==> src/hw/rtl/mseu_pkg.sv <==
`timescale 1ns / 1ps
package mseu_pkg;

  localparam int unsigned DataMemBytes = 1024;
  localparam int unsigned DmAw = $clog2(DataMemBytes);

  localparam logic [5:0] K_ADD = 6'd0, K_ADDU = 6'd1, K_SUB = 6'd2, K_AND = 6'd3,
    K_OR = 6'd4, K_XOR = 6'd5, K_NOR = 6'd6, K_NAND = 6'd7, K_SLT = 6'd8,
    K_SLL = 6'd9, K_SRL = 6'd10, K_SRA = 6'd11, K_JR = 6'd12, K_MULT = 6'd13,
    K_MULTU = 6'd14, K_MFHI = 6'd15, K_MFLO = 6'd16, K_ADDI = 6'd17,
    K_ADDIU = 6'd18, K_LW = 6'd19, K_LH = 6'd20, K_LHU = 6'd21, K_LB = 6'd22,
    K_LBU = 6'd23, K_SW = 6'd24, K_SH = 6'd25, K_SB = 6'd26, K_LUI = 6'd27,
    K_ANDI = 6'd28, K_ORI = 6'd29, K_NORI = 6'd30, K_SLTI = 6'd31,
    K_BEQ = 6'd32, K_BNE = 6'd33, K_BGTZ = 6'd34, K_J = 6'd35, K_JAL = 6'd36;

  typedef struct packed {
    logic [5:0]  kind;
    logic [4:0]  rs;
    logic [4:0]  rt;
    logic [4:0]  rd;
    logic [4:0]  sh;
    logic [15:0] imm;
    logic [25:0] tgt;
  } instr_t;

  typedef struct packed {
    logic [31:0] next_pc;
    logic        wr_en;
    logic [4:0]  wr_idx;
    logic [31:0] wr_val;
    logic        zero_err;
    logic        ovf_err;
    logic        hilo_err;
    logic        range_err;
    logic        mis_err;
    logic        halted;
  } result_t;

endpackage

==> src/hw/rtl/mseu_front.sv <==
`timescale 1ns / 1ps
// Two-entry word queue between the input channel and the execute engine.
module mseu_front (
  input  logic             clk_i,
  input  logic             rst_ni,
  input  logic             in_valid_i,
  output logic             in_stall_o,
  input  mseu_pkg::instr_t in_word_i,
  output logic             q_valid_o,
  input  logic             q_pop_i,
  output mseu_pkg::instr_t q_word_o
);
  mseu_pkg::instr_t mem_q [2];
  logic       wp_q, rp_q;
  logic [1:0] cnt_q;
  logic       push;

  assign in_stall_o = (cnt_q == 2'd2);
  assign push       = in_valid_i && !in_stall_o;
  assign q_valid_o  = (cnt_q != 2'd0);
  assign q_word_o   = mem_q[rp_q];

  always_ff @(posedge clk_i) begin
    if (push) mem_q[wp_q] <= in_word_i;
  end

  always_ff @(posedge clk_i or negedge rst_ni) begin
    if (!rst_ni) begin
      wp_q <= 1'b0; rp_q <= 1'b0; cnt_q <= 2'd0;
    end else begin
      if (push) wp_q <= ~wp_q;
      if (q_pop_i) rp_q <= ~rp_q;
      cnt_q <= cnt_q + {1'b0, push} - {1'b0, q_pop_i};
    end
  end
endmodule

==> config.mk <==
export PLATFORM = sky130hd
export DESIGN_NAME = mseu_front
export DESIGN_NICKNAME = d
export VERILOG_FILES = /design/src/hw/rtl/mseu_pkg.sv /design/src/hw/rtl/mseu_front.sv
export SDC_FILE = /design/constraint.sdc
export NUM_CORES = 1
export LEC_CHECK = 0
export BUFFER_PORTS_ARGS = -buffer_cell sky130_fd_sc_hd__buf_2
export CAP_MARGIN = 40
export CORE_MARGIN = 2
export CORE_UTILIZATION = 50
export CTS_CLUSTER_DIAMETER = 50
export DETAILED_ROUTE_END_ITERATION = 10
export PLACE_DENSITY_LB_ADDON = 0.08
export SLEW_MARGIN = 20
export SYNTH_ARGS = -nofsm -noshare
export SYNTH_HDL_FRONTEND = slang
export SYNTH_SLANG_ARGS = --single-unit
==> constraint.sdc <==
create_clock -name clk_i -period 9.3 [get_ports clk_i]
set_input_delay 1.395 -clock clk_i [delete_from_list [all_inputs] [get_ports clk_i]]
set_output_delay 1.395 -clock clk_i [all_outputs]
set_load 0.02 [all_outputs]
==> PnR_summary.wiki <==
{| class="wikitable"
! Metric !! Value
|-
| Net switching fraction of the power || 30.8%
|-
| Mean cell area of the mapped netlist || 22.5 sq um
|-
| Launching element type of the critical path || flop
|-
| Area enclosed by the die boundary || 0.0111 sq mm
|-
| Endpoint of the worst register-to-register path || mem_q[0][17]
|-
| Total Routed Length || 8740 microns
|-
| Final Hold Viols || 0
|-
| Type of the worst min-delay path || flop to flop
|-
| PortBufs || 141
|-
| Actual transition at the worst max-transition pin || 0.608 ns
|-
| Number of antenna violations at the first check in global routing || 0
|-
| Data required time of the worst path || 7.91 ns
|-
| Post-detailed-route wirelength per cell || 16.4 microns
|-
| Sequential element share of the synthesized area || 81.3%
|-
| Diode count || 0
|-
| Buffers inserted during post-CTS setup optimization || 0
|-
| Max Clock Freq || 0.281 GHz
|-
| Layout area overhead || 29.3%
|-
| Portion of the clock cycle consumed by the worst path in the final layout || 38.3%
|-
| Max Root-Sink Buffers || 2
|-
| Vias in the first global route || 2,662
|-
| Run status || complete, no violations
|-
| Design Area, Final || 0.00665 sq mm
|-
| RSZ-0062 raised after global routing || false
|-
| Die Span X || 105 microns
|-
| Total via count after detailed routing || 2,630
|-
| Power share of the clock group || 29.8%
|-
| Hold buffers post-CTS || 0
|-
| Final sum of negative setup slack || 0 ns
|-
| R2R Setup Slk || 7.25 ns
|-
| Fraction of power consumed by combinational cells || 29.5%
|-
| Instance area at placement || 0.00604 sq mm
|-
| Number of DRC markers in iteration 0 || 93
|-
| Root Driver || clkbuf_8
|-
| Number of warnings issued by yosys || 0
|-
| Top Usage Layer GRT || met2
|-
| Die height || 105 microns
|-
| Clock transition at path regs || 0.06 ns
|-
| Ratio of routed vias to standard cells || 4.93
|-
| Power Internal || 0.00159 W
|-
| Cell count after synthesis || 229
|-
| Reg-to-Reg Start || cnt_q[1]
|-
| Met1 Use GR || 18.2%
|-
| Pin count of the biggest net entering global routing || 42
|-
| Met2 Track Usage GR || 26.9%
|-
| First drt pass iteration count || 4
|-
| Total congestion overflow || 0
|-
| M3 GR Usage || 5.75%
|-
| Maximum clock skew at final layout || 0.00742 ns
|-
| Final weighted congestion in routability-driven placement || 0.714
|-
| First-pass GRT wire length || 13,100 microns
|-
| Depth of the worst hold-timing path || 1
|-
| Later-pin clock latency in the skew report || 0.50 ns
|-
| Highest ir drop seen on vdd || 0.000250 V
|-
| Commonest non-fill, non-tap cell in the layout || buf_2
|-
| Hold path startpoint || cnt_q[0]
|-
| Rel. slew slack || 59.5%
|-
| I/O pins || 142
|-
| Data arrival time at the worst-slack endpoint || 2.17 ns
|-
| Number of buffers added by the clock tree synthesis step || 17
|-
| NumNets Final || 459
|-
| Synthesized net count || 303
|-
| Area of the core || 0.0101 sq mm
|-
| Static leakage || 2.54 nW
|-
| Power density over the cells || 345 mW/mm^2
|-
| Minimum clock period after layout || 3.56 ns
|-
| Setup violation total in the final timing report || 0
|-
| Crit end category || primary output
|-
| Post-synthesis sequential element count || 140
|-
| Largest fanout on the critical path || 41
|-
| Post-synthesis cell type count || 16
|-
| Global routing usage summed across all routing layers || 16.1%
|-
| Detail Placement HPWL || 5560 microns
|-
| Final cell count without fillers || 534
|-
| Starting density of the core || 50.7%
|-
| Max-capacitance violation count || 0
|-
| Sw power || 0.000707 W
|-
| Number of levels the H-tree was split into || 4
|-
| DRC errors left || 0
|-
| Number of clock sinks || 140
|-
| Post-cts resize count || 0
|-
| Worst reg2reg path depth || 5
|-
| Syn Std Cell Area || 0.00514 sq mm
|-
| Clock tree from TritonCTS || done
|-
| Destination of the worst hold path || cnt_q[0]
|-
| Commonest cells after routing, fill and taps aside || buf_2, edfxtp_1, mux2_2
|-
| Relative contribution of sequential cells to total power || 40.7%
|-
| Site Rows || 37
|-
| Total power after layout || 0.00230 W
|-
| Kind of critical path || flop to primary output
|-
| Ratio of cells with drive above 1 in the final layout || 61.8%
|-
| Post-route antenna net violation count || 0
|-
| Cells after DPL || 502
|-
| Max-slew violation total from the final report || 0
|}
## sequential cells by signal, summed over array words and instances (netlist names)
signal	flops
rp_q	1
wp_q	1
mem_q	136
cnt_q	2
## per-stage QoR
step | hold slack, ns | utilization [%] | setup WS [ns]
finish | 0.533 | 65.6 | 5.74
global route | 0.562 | 65.6 | 5.63
CTS | 0.541 | 65.6 | 5.67
detailed placement | 0.522 | 59.6 | 6.24
global placement | 0.497 | 59.0 | 5.94
floorplan | 0.460 | - | 4.48
## worst max-delay path, cell delays in order, from the launching register on
cell and delay, ns:
dfrtp_4 0.82, buf_12 0.28, mux2_2 0.36, buf_2 0.17
## cells by family after synthesis
family	share of synthesized area, %
xor gates and xnor gates	0.681
adders and majority gates	0.486
muxes	15.6
buffers and inverters	1.36
and+or+nand+nor	0.511
DFF	81.3
## power by group through the flow
stage	sequential, W	combinational [W]	clock, W
floorplan	0.000910	0.000512	0
global placement	0.000970	0.000635	0
detailed placement	0.000948	0.000688	0
CTS	0.000936	0.000692	0.000699
global route	0.000948	0.000723	0.000724
finish	0.000934	0.000677	0.000684
## cell type report
type	instances	area [sq um]
fill	742	3490
timing repair buffer	145	773
clock buffer	19	422
tap	136	170
sequential	140	4190
inverter	2	7.51
clock inverter	13	189
multi-input combinational	79	902
## layer usage
metal	part of all wire [%]	wire, microns	up-vias
met2	52	4510	92
met1	40	3510	1300
li1	-	-	1223
met5	0	0	-
met3	6.3	548	15
met4	2.0	176	0
## worst max-delay path by stage
stage,from,endpoint,slack [ns]
after floorplan,in_valid_i,mem_q[0][0],4.48
after global routing,rp_q,q_word_o[14],5.63
after detailed placement,rp_q,q_word_o[0],6.24
final,rp_q,q_word_o[14],5.74
after global placement,in_valid_i,mem_q[0][60],5.94
after CTS,rp_q,q_word_o[14],5.67
## synthesized netlist by cell type
cell type  instances  area [sq um]
xor2_1             1          8.76
xnor2_1            3          26.3
nand2_1            1          3.75
nand2b_1           1          6.26
buf_2              5          25.0
buf_6              2          22.5
ha_1               2          25.0
edfxtp_1         136          4080
inv_1              2          7.51
nor2_1             1          3.75
or2_2              1          6.26
mux2_2            58           653
dfrtp_1            4           100
buf_8              1          15.0
mux2_4            10           150
and3_1             1          6.26
Power figures use the tool's default switching activity.
